`config.mk`:
```
export PLATFORM = sky130hd
export DESIGN_NAME = bsl_cell
export DESIGN_NICKNAME = d
export VERILOG_FILES = /design/src/hdl/bsl_pkg.sv /design/src/hdl/bsl_cell.sv
export SDC_FILE = /design/constraint.sdc
export NUM_CORES = 1
export LEC_CHECK = 0
export BUFFER_PORTS_ARGS = -buffer_cell sky130_fd_sc_hd__buf_2
export CORE_MARGIN = 3
export CORE_UTILIZATION = 25
export CTS_CLUSTER_DIAMETER = 100
export DETAILED_ROUTE_END_ITERATION = 10
export HOLD_SLACK_MARGIN = 0.15
export PLACE_DENSITY = 0.59
export SLEW_MARGIN = 20
export SYNTH_ARGS = -nofsm -noshare
export SYNTH_HDL_FRONTEND = slang
export SYNTH_SLANG_ARGS = --single-unit
```
`constraint.sdc`:
```
create_clock -name clk -period 8.5 [get_ports clk]
set_clock_uncertainty 0.2 [all_clocks]
set_input_delay 0.425 -clock clk [delete_from_list [all_inputs] [get_ports clk]]
set_output_delay 0.425 -clock clk [all_outputs]
set_load 0.03 [all_outputs]
```
`src/hdl/bsl_pkg.sv`:
```
`timescale 1ns / 1ps

package bsl_pkg;

  // Fixed field widths of the request and result items.
  localparam int REQ_W   = 3;
  localparam int POS_W   = 7;
  localparam int VALUE_W = 32;
  localparam int STAT_W  = 2;
  localparam int FIDX_W  = 7;
  localparam int COUNT_W = 7;

  // Request codes.
  localparam logic [REQ_W-1:0] REQ_PUSH_BACK  = 3'd0;
  localparam logic [REQ_W-1:0] REQ_PUSH_FRONT = 3'd1;
  localparam logic [REQ_W-1:0] REQ_POP_BACK   = 3'd2;
  localparam logic [REQ_W-1:0] REQ_POP_FRONT  = 3'd3;
  localparam logic [REQ_W-1:0] REQ_INSERT     = 3'd4;
  localparam logic [REQ_W-1:0] REQ_ERASE      = 3'd5;
  localparam logic [REQ_W-1:0] REQ_FIND       = 3'd6;

  // Status codes.
  localparam logic [STAT_W-1:0] STAT_OK     = 2'd0;
  localparam logic [STAT_W-1:0] STAT_FULL   = 2'd1;
  localparam logic [STAT_W-1:0] STAT_EMPTY  = 2'd2;
  localparam logic [STAT_W-1:0] STAT_BADPOS = 2'd3;

  // Index reported when a find misses or the request is not a find.
  localparam logic [FIDX_W-1:0] NOT_FOUND = 7'h7F;

  // Broadcast control from the sequencer to every cell.
  typedef struct packed {
    logic open_gap;   // cells above the slot take their lower neighbor
    logic close_gap;  // cells at and above the slot take their upper neighbor
    logic tok_start;  // launch the search token at cell zero
    logic tok_adv;    // move the search token up one cell
  } bsl_ctrl_t;

endpackage

```
`src/hdl/bsl_cell.sv`:
```
`timescale 1ns / 1ps

module bsl_cell #(
  parameter int DATA_WIDTH = 32,
  parameter int IW         = 6,
  parameter int IDX        = 0
) (
  input  logic                  clk,
  input  logic                  rst_n,
  input  bsl_pkg::bsl_ctrl_t    ctrl,
  input  logic [IW-1:0]         at,
  input  logic [DATA_WIDTH-1:0] wdata,
  input  logic [DATA_WIDTH-1:0] left_data,
  input  logic [DATA_WIDTH-1:0] right_data,
  input  logic [DATA_WIDTH-1:0] key,
  input  logic                  tok_in,
  output logic [DATA_WIDTH-1:0] data_out,
  output logic                  tok_out,
  output logic                  hit
);
  import bsl_pkg::*;

  localparam logic [IW-1:0] MY_IDX = IW'(IDX);

  logic [DATA_WIDTH-1:0] data_r;
  logic [DATA_WIDTH-1:0] data_nxt;
  logic                  tok_r;
  logic                  tok_nxt;

  always_comb begin
    data_nxt = data_r;
    if (ctrl.open_gap) begin
      if (MY_IDX > at) begin
        data_nxt = left_data;
      end else if (MY_IDX == at) begin
        data_nxt = wdata;
      end
    end else if (ctrl.close_gap && (MY_IDX >= at)) begin
      data_nxt = right_data;
    end
  end

  always_comb begin
    if (ctrl.tok_start) begin
      tok_nxt = (IDX == 0);
    end else if (ctrl.tok_adv) begin
      tok_nxt = tok_in;
    end else begin
      tok_nxt = 1'b0;
    end
  end

  always_ff @(posedge clk) begin
    data_r <= data_nxt;
  end

  always_ff @(posedge clk) begin
    if (!rst_n) begin
      tok_r <= 1'b0;
    end else begin
      tok_r <= tok_nxt;
    end
  end

  assign data_out = data_r;
  assign tok_out  = tok_r;
  assign hit      = tok_r && (data_r == key);

endmodule
```
# Word level (Yosys, flattened, before mapping)
# Index checks and enable logic that the tools add are counted.
# word_totals
output_inout_bits	34
input_bits	141
regBits	33
word_cells	17
# classes
n_mux	6
order_cmp	2
reduce_logical	5
eq_ne	2
# ops
op	count
$mux 32	4
$eq 32x32->1	1
$ge 1x6->1 const A	1
$gt 1x6->1 const A	1
$logic_not 6->1	1
$ne 3x1->1 const B	1
$logic_and 1x1->1	2
$mux 1	2
$reduce_and 2->1	1
$reduce_bool 2->1	1

# Depth between registers and ports, before layout
# Gate-level depths: netlist of run 1.
# depth
word_depth	4
depth_mapped	4
ltp_nobuf	4

# Worst setup path before layout of run 1
# No wires, ideal clock.
# synth_timing
path_type	input to register
startpoint	input port at[2]
endpoint	register data_r[0] (netlist: data_out[0]) (enable)
path_stages	2
n_path_buf	0
slack_ps	3781
arrival_ps	4014
required_ps	7795
cell_sequence	or4_1 nor4_1
# synth_via
elab_chain_len	4
# synth_rtl
item	line_no	rtl
from (decl)	bsl_cell.sv:11	input logic [IW-1:0] at,
$ge 1x6->1	bsl_cell.sv:38	end else if (ctrl.close_gap && (MY_IDX >= at)) begin
$logic_and 1x1->1	bsl_cell.sv:38	
$reduce_bool 2->1 (no source line)	--	
$reduce_and 2->1 (no source line) (*)	--	
to (signal assigned)	bsl_cell.sv:54	data_r <= data_nxt;
to (decl)	bsl_cell.sv:25	logic [DATA_WIDTH-1:0] data_r;
# Mark *: on every way between the ends. The rest lies on a longest branch, timed or not.
# A chain may end at the register's enable or synchronous reset.

# Final worst setup path of run 1
# layout_timing
startpoint	register data_r[21] (netlist: data_out[21])
endpoint	output port hit
# layout_via
elab_chain_len	2
# layout_rtl
item	line_no	rtl
$eq 32x32->1	bsl_cell.sv:67	assign hit = tok_r && (data_r == key);
$logic_and 1x1->1	bsl_cell.sv:67	
to (decl)	bsl_cell.sv:19	output logic hit
# No other way between the ends.

==> results of run 1 <==
==> worst max-delay path, delay by kind of cell (launching register included) <==
family | cells | cell delay (ps)
xor+xnor | 1 | 160
buf+inv | 1 | 210
flops | 1 | 410
simple gates | 3 | 780
==> state kept, by name, summed over array words and instances (netlist names) <==
signal    count
data_out     32
tok_out       1
==> Yosys cell counts, drive strengths merged <==
cell type and n:
nor2b 1, xor2 31, nand4 1, edfxtp 32, dfxtp 1, or4 1
buf 4, xnor2 1, nor4 8, nor2 1, nand3 2, nor3 2
mux2 32, a21oi 1
==> logic make-up (layout without fill, tap and decap cells) <==
kind of cell	Yosys count	count (layout)	share of synthesized area
flip-flops	33	33	0.562
XOR/XNOR	32	32	0.161
multiplexers	32	32	0.206
AND/OR/NAND/NOR	16	16	0.0566
buffers and inverters	4	151	0.0115
AO/OA/AOI/OAI	1	1	0.00286
==> per-stage QoR <==
stage | hold slack [ps] | worst slack, ps
6_report | 165 | 6030
5_1_grt | 158 | 5900
4_1_cts | 155 | 5950
3_5_place_dp | 457 | 6080
3_3_place_gp | 459 | 6130
2_1_floorplan | 353 | 3780
==> power by group through the flow <==
stage               sequential (W)  clock, W  combinational [W]
floorplan                 0.000190         0          0.0000226
global placement          0.000186         0          0.0000550
detailed placement        0.000186         0          0.0000561
CTS                       0.000182  0.000121          0.0000563
global route              0.000183  0.000128          0.0000611
finish                    0.000182  0.000114          0.0000552
==> worst min-delay path by stage <==
| stage | endpoint | depth (start not counted) | from |
|---|---|---|---|
| 6_report | tok_out | 2 | rst_n |
| 3_5_place_dp | tok_out | 2 | rst_n |
| 4_1_cts | tok_out | 2 | rst_n |
| 5_1_grt | tok_out | 2 | rst_n |
| 2_1_floorplan | tok_out | 1 | rst_n |
| 3_3_place_gp | tok_out | 2 | rst_n |
==> layer usage <==
| metal | wire, um | track usage | vias to the layer above |
|---|---|---|---|
| li1 | - | - | 732 |
| met1 | 1840 | 0.133 | 666 |
| met2 | 2310 | 0.190 | 91 |
| met3 | 518 | 0.0525 | 4 |
| met4 | 61 | 0.0365 | 0 |
| met5 | 0 | 0 | - |
==> cell usage in the layout (no fill, tap or decap), types with 2 or more instances in the layout <==
cell	n
buf_2	142
clkbuf_8	5
clkinv_2	2
edfxtp_1	32
mux2_2	32
nand3_1	2
nor4_1	7
xor2_1	31
==> final cells by class <==
cell class,instances,area [um^2],area share
clock buffers,6,72.6,0.0274
clock inverters,2,10.0,0.00378
multi-input cells,81,751,0.283
flip-flops and latches,33,981,0.370
well taps,93,116,0.0439
repair buffers,143,718,0.271
==> flow_summary.yaml, run 1 <==
cells_and_area:
  area_delta_synth_final_pct: 51.8
  fillers: 646
  nets: 405
  finalNonFillerCells: 358
  final_area_um2: 2650
  post-route-util: 0.403
  n_antenna_cell: 0
  drive_above_1_share: 0.694
routing:
  postRouteAntennaNets: 0
  drc: 0
  vias: 1493
  first_pass_iters: 4
  viasPerCell: 4.17
  drt_iter0_drc: 24
  drt-wirelength-per-cell_um: 13.2
  wl_um: 4740
grt:
  grt_pass1_vias: 1568
  grt_pass1_wl_um: 6870
  antenna_found_initial: 0
  track_usage: 0.115
  grt_max_degree: 34
  grt-ovfl-total: 0
setup_path:
  worst_setup_path_end_kind: "output pin"
  cp-startpoint: "data_out[21]"
  worstPathRequired_ps: 7880
  crit_slowest_cell: "edfxtp_1"
  crit_path_cell_trace: "xor2_1 > nor4_1 > nand4_1 > nor3_2 > buf_2"
  max_stage_delay_ps: 410
  crit_fanout: 2
  crit_arrival_ps: 1840
  start_kind: "flop"
  crit_end: "hit"
  crit_type: "flop to output pin"
yosys:
  yosysTopAreaCellShare: 0.551
  yosysSeqAreaShare: 0.562
  synth_top_area_cell: "edfxtp_1"
  yosysWarnings: 0
  synth_seq_cells: 33
  syn-instance-count: 118
  syn_nets: 259
  yosys-top-cells-area: "edfxtp_1, mux2_2, xor2_1"
  avgSynthCellArea_um2: 14.8
  ys_types: 15
  netlist_area_um2: 1750
clock_network:
  path_clk_slew_ps: 70
  cts_num_sinks: 33
  holdBufCountCts: 0
  cts_buffers: 5
  cts.repair.resized: 0
  clockRootBuffer: "clkbuf_8"
  cts_tree: "built"
  ctsHtreeMaxLevel: 2
  clockBufferDepth: 2
  postCtsSetupBuffers: 0
sta:
  hold_viol_final: 0
  setup_viol: 0
  fmax_mhz: 405
  worst_pin_slew_ps: 739
  finalCritPeriodShare: 0.290
  rsz0062_at_grt: "no"
  relSlewSlack: 0.507
  final.min_clock_period_ps: 2470
  finalSetupTns_ps: 0
  drv_slew: 0
die:
  initial_core_util: 0.266
  io_pins: 175
  placementRows: 29
  die_h_um: 89.6
  core_region_area_um2: 6570
  die-area_um2: 8020
  die_w_um: 89.6
power:
  p_clk_frac: 0.323
  pwr-share-seq: 0.519
  pwr_density_cell_nw_per_um2: 133
  swShare: 0.226
  power_w: 0.000351
  p_int_w: 0.000272
  switching_power_w: 0.0000795
  p_leak_nw: 1.18
  ir_worst_vdd_uv: 64.2
  pwr-share-comb: 0.157
placement:
  dp_cells: 350
  gp_congestion: 0.678
  dpl-instance-area_um2: 2570
  dpl.hpwl_um: 3910
  portBuffers: 142
status:
  status: "completed"
flow_run:
  cap_violations: 0
hold_path:
  hp-class: "primary input to flop"
Power figures use the tool's default switching activity.
==> inputs of run 2 (changes only) <==
--- a/config.mk
+++ b/config.mk
@@ -11,7 +11,7 @@
 export CTS_CLUSTER_DIAMETER = 100
 export DETAILED_ROUTE_END_ITERATION = 10
 export HOLD_SLACK_MARGIN = 0.15
-export PLACE_DENSITY = 0.59
+export PLACE_DENSITY = 0.61
 export SLEW_MARGIN = 20
 export SYNTH_ARGS = -nofsm -noshare
 export SYNTH_HDL_FRONTEND = slang
==> constraint.sdc (replaced) <==
create_clock -name clk -period 2.15 [get_ports clk]
set_clock_uncertainty 0.2 [all_clocks]
set_input_delay 0.1075 -clock clk [delete_from_list [all_inputs] [get_ports clk]]
set_output_delay 0.1075 -clock clk [all_outputs]
set_load 0.03 [all_outputs]
==> run 2 against run 1 <==
  * Routed wire length rose by 26%
  * Global-route usage increased by 3.3 points
  * Count of clock-buffer cells in the layout grew 1
  * Core utilization rose by 12 points
  * Setup slack got worse by 6000 ps
  * Sequential share of layout area shrank 8.4 points
  * Total power grew to 4.8 times the previous value
  * Critical path depth grew 1
  * Sequential power increased to 4.0 times the previous value
  * Sequential cell count is the same
  * Hold slack improved by 45 ps
  * Critical endpoint unchanged
==> flow_summary.yaml, run 2 (synthesis results as in run 1) <==
power:
  swShare: 0.207
  pwr_density_cell_nw_per_um2: 491
  p_leak_nw: 1.50
  switching_power_w: 0.000348
  pwr-share-comb: 0.209
  p_clk_frac: 0.362
  power_w: 0.00168
  p_int_w: 0.00133
  pwr-share-seq: 0.429
  ir_worst_vdd_uv: 263
clock_network:
  clockRootBuffer: "clkbuf_8"
  cts_buffers: 5
  cts_num_sinks: 33
  cts_tree: "built"
  postCtsSetupBuffers: 0
  ctsHtreeMaxLevel: 2
  clockBufferDepth: 2
  path_clk_slew_ps: 70
status:
  status: "completed"
cells_and_area:
  n_antenna_cell: 0
  nets: 476
  final_common_cell: "buf_2"
  layout_common_cells: "buf_2, dlygate4sd3_1, mux2_2, edfxtp_1, xor2_1"
  fillers: 584
  area_delta_synth_final_pct: 96.3
  drive_above_1_share: 0.565
  largest_register_ffs: 32
setup_path:
  crit_path_cell_trace: "xor2_1 > nor4_2 > buf_4 > nand4_1 > nor3_2 > buf_4"
  path_common_cell: "buf_4"
  crit_slowest_cell: "edfxtp_1"
  cp-startpoint: "data_out[1]"
  crit_fanout: 2
  path_depth: 6
  start_kind: "flop"
  cp_num_buf_inv: 2
  worst_setup_path_end_kind: "output pin"
  crit_end: "hit"
  worstPathRequired_ps: 1840
  max_stage_delay_ps: 420
  cp_top_family: "simple AND/OR/NAND/NOR gates"
  crit_type: "flop to output pin"
  crit_arrival_ps: 1780
grt:
  track_usage: 0.149
  grt_pass1_vias: 2017
  grt_max_degree: 33
  grt-ovfl-total: 0
  antenna_found_initial: 0
  grt_pass1_wl_um: 8940
die:
  io_pins: 175
  core_region_area_um2: 6570
  placementRows: 29
  die-area_um2: 8020
  die_w_um: 89.6
  die_h_um: 89.6
  initial_core_util: 0.266
routing:
  top_layer: "met4"
  wl_met2_um: 3150
  vias: 1819
  wl_met1_um: 2160
  wl_um: 5950
  drc: 0
  viasPerCell: 4.24
  drt_iter0_drc: 33
  first_pass_iters: 4
  postRouteAntennaNets: 0
  drt-wirelength-per-cell_um: 13.9
  wl_met3_um: 596
sta:
  final.min_clock_period_ps: 2080
  finalSetupTns_ps: 0
  hold_viol_final: 0
  fmax_mhz: 480
  relSlewSlack: 0.763
  drv_slew: 0
  finalCritPeriodShare: 0.969
  rsz0062_at_grt: "yes"
  setup_viol: 0
  worst_pin_slew_ps: 352
hold_path:
  hp-class: "primary input to flop"
flow_run:
  cap_violations: 0
placement:
  gp_congestion: 0.666
  portBuffers: 142
  dpl.hpwl_um: 4000
run 2: area by class of cell:
type                            instances  area (um^2)  share of cell area
Clock buffer                            7         86.3              0.0252
Tap cell                               93          116              0.0340
Sequential cell                        33          981               0.286
Multi-Input combinational cell         81          776               0.226
Clock inverter                          1         30.0             0.00877
Timing Repair Buffer                  214         1440               0.419
run 2: timing repair:
action | CTS | global route
pin swaps | 2 | 1
gates resized for setup | 3 | 0
endpoints found under the hold margin | 65 | 0
hold buffers | 68 | 0
setup endpoints to repair | 1 | 1
run 2: routing by layer:
metal	global-route usage	vias up
li1	-	875
met1	0.148	838
met2	0.274	102
met3	0.0673	4
met4	0.0460	0
met5	0	-
run 2: per-stage QoR:
| step | worst slack [ps] | instance area [um^2] | hold slack, ps | utilization | cells |
|---|---|---|---|---|---|
| after floorplan | -160 | 1760 | 35.7 | - | 118 |
| after global placement | 164 | 2610 | 145 | 0.398 | 353 |
| after detailed placement | 199 | 2610 | 182 | 0.398 | 353 |
| after CTS | 7.55 | 3430 | 203 | 0.522 | 429 |
| after global routing | -46.9 | 3430 | 202 | 0.522 | 429 |
| final | 66.5 | 3430 | 210 | 0.522 | 429 |
run 2: power groups by stage:
stage / combinational, W / clock (W) / sequential (W)
2_1_floorplan: 0.0000907 / 0 / 0.000750
3_3_place_gp: 0.000224 / 0 / 0.000736
3_5_place_dp: 0.000228 / 0 / 0.000736
4_1_cts: 0.000345 / 0.000639 / 0.000721
5_1_grt: 0.000382 / 0.000660 / 0.000722
6_report: 0.000351 / 0.000608 / 0.000722
run 2: worst min path at each step:
stage	start	end	slack, ps	cells after the start
3_5_place_dp	rst_n	tok_out	180	2
2_1_floorplan	rst_n	tok_out	40	1
3_3_place_gp	rst_n	tok_out	150	2
5_1_grt	at[0]	data_out[25]	200	4
6_report	at[0]	data_out[25]	210	4
4_1_cts	at[0]	data_out[25]	200	4
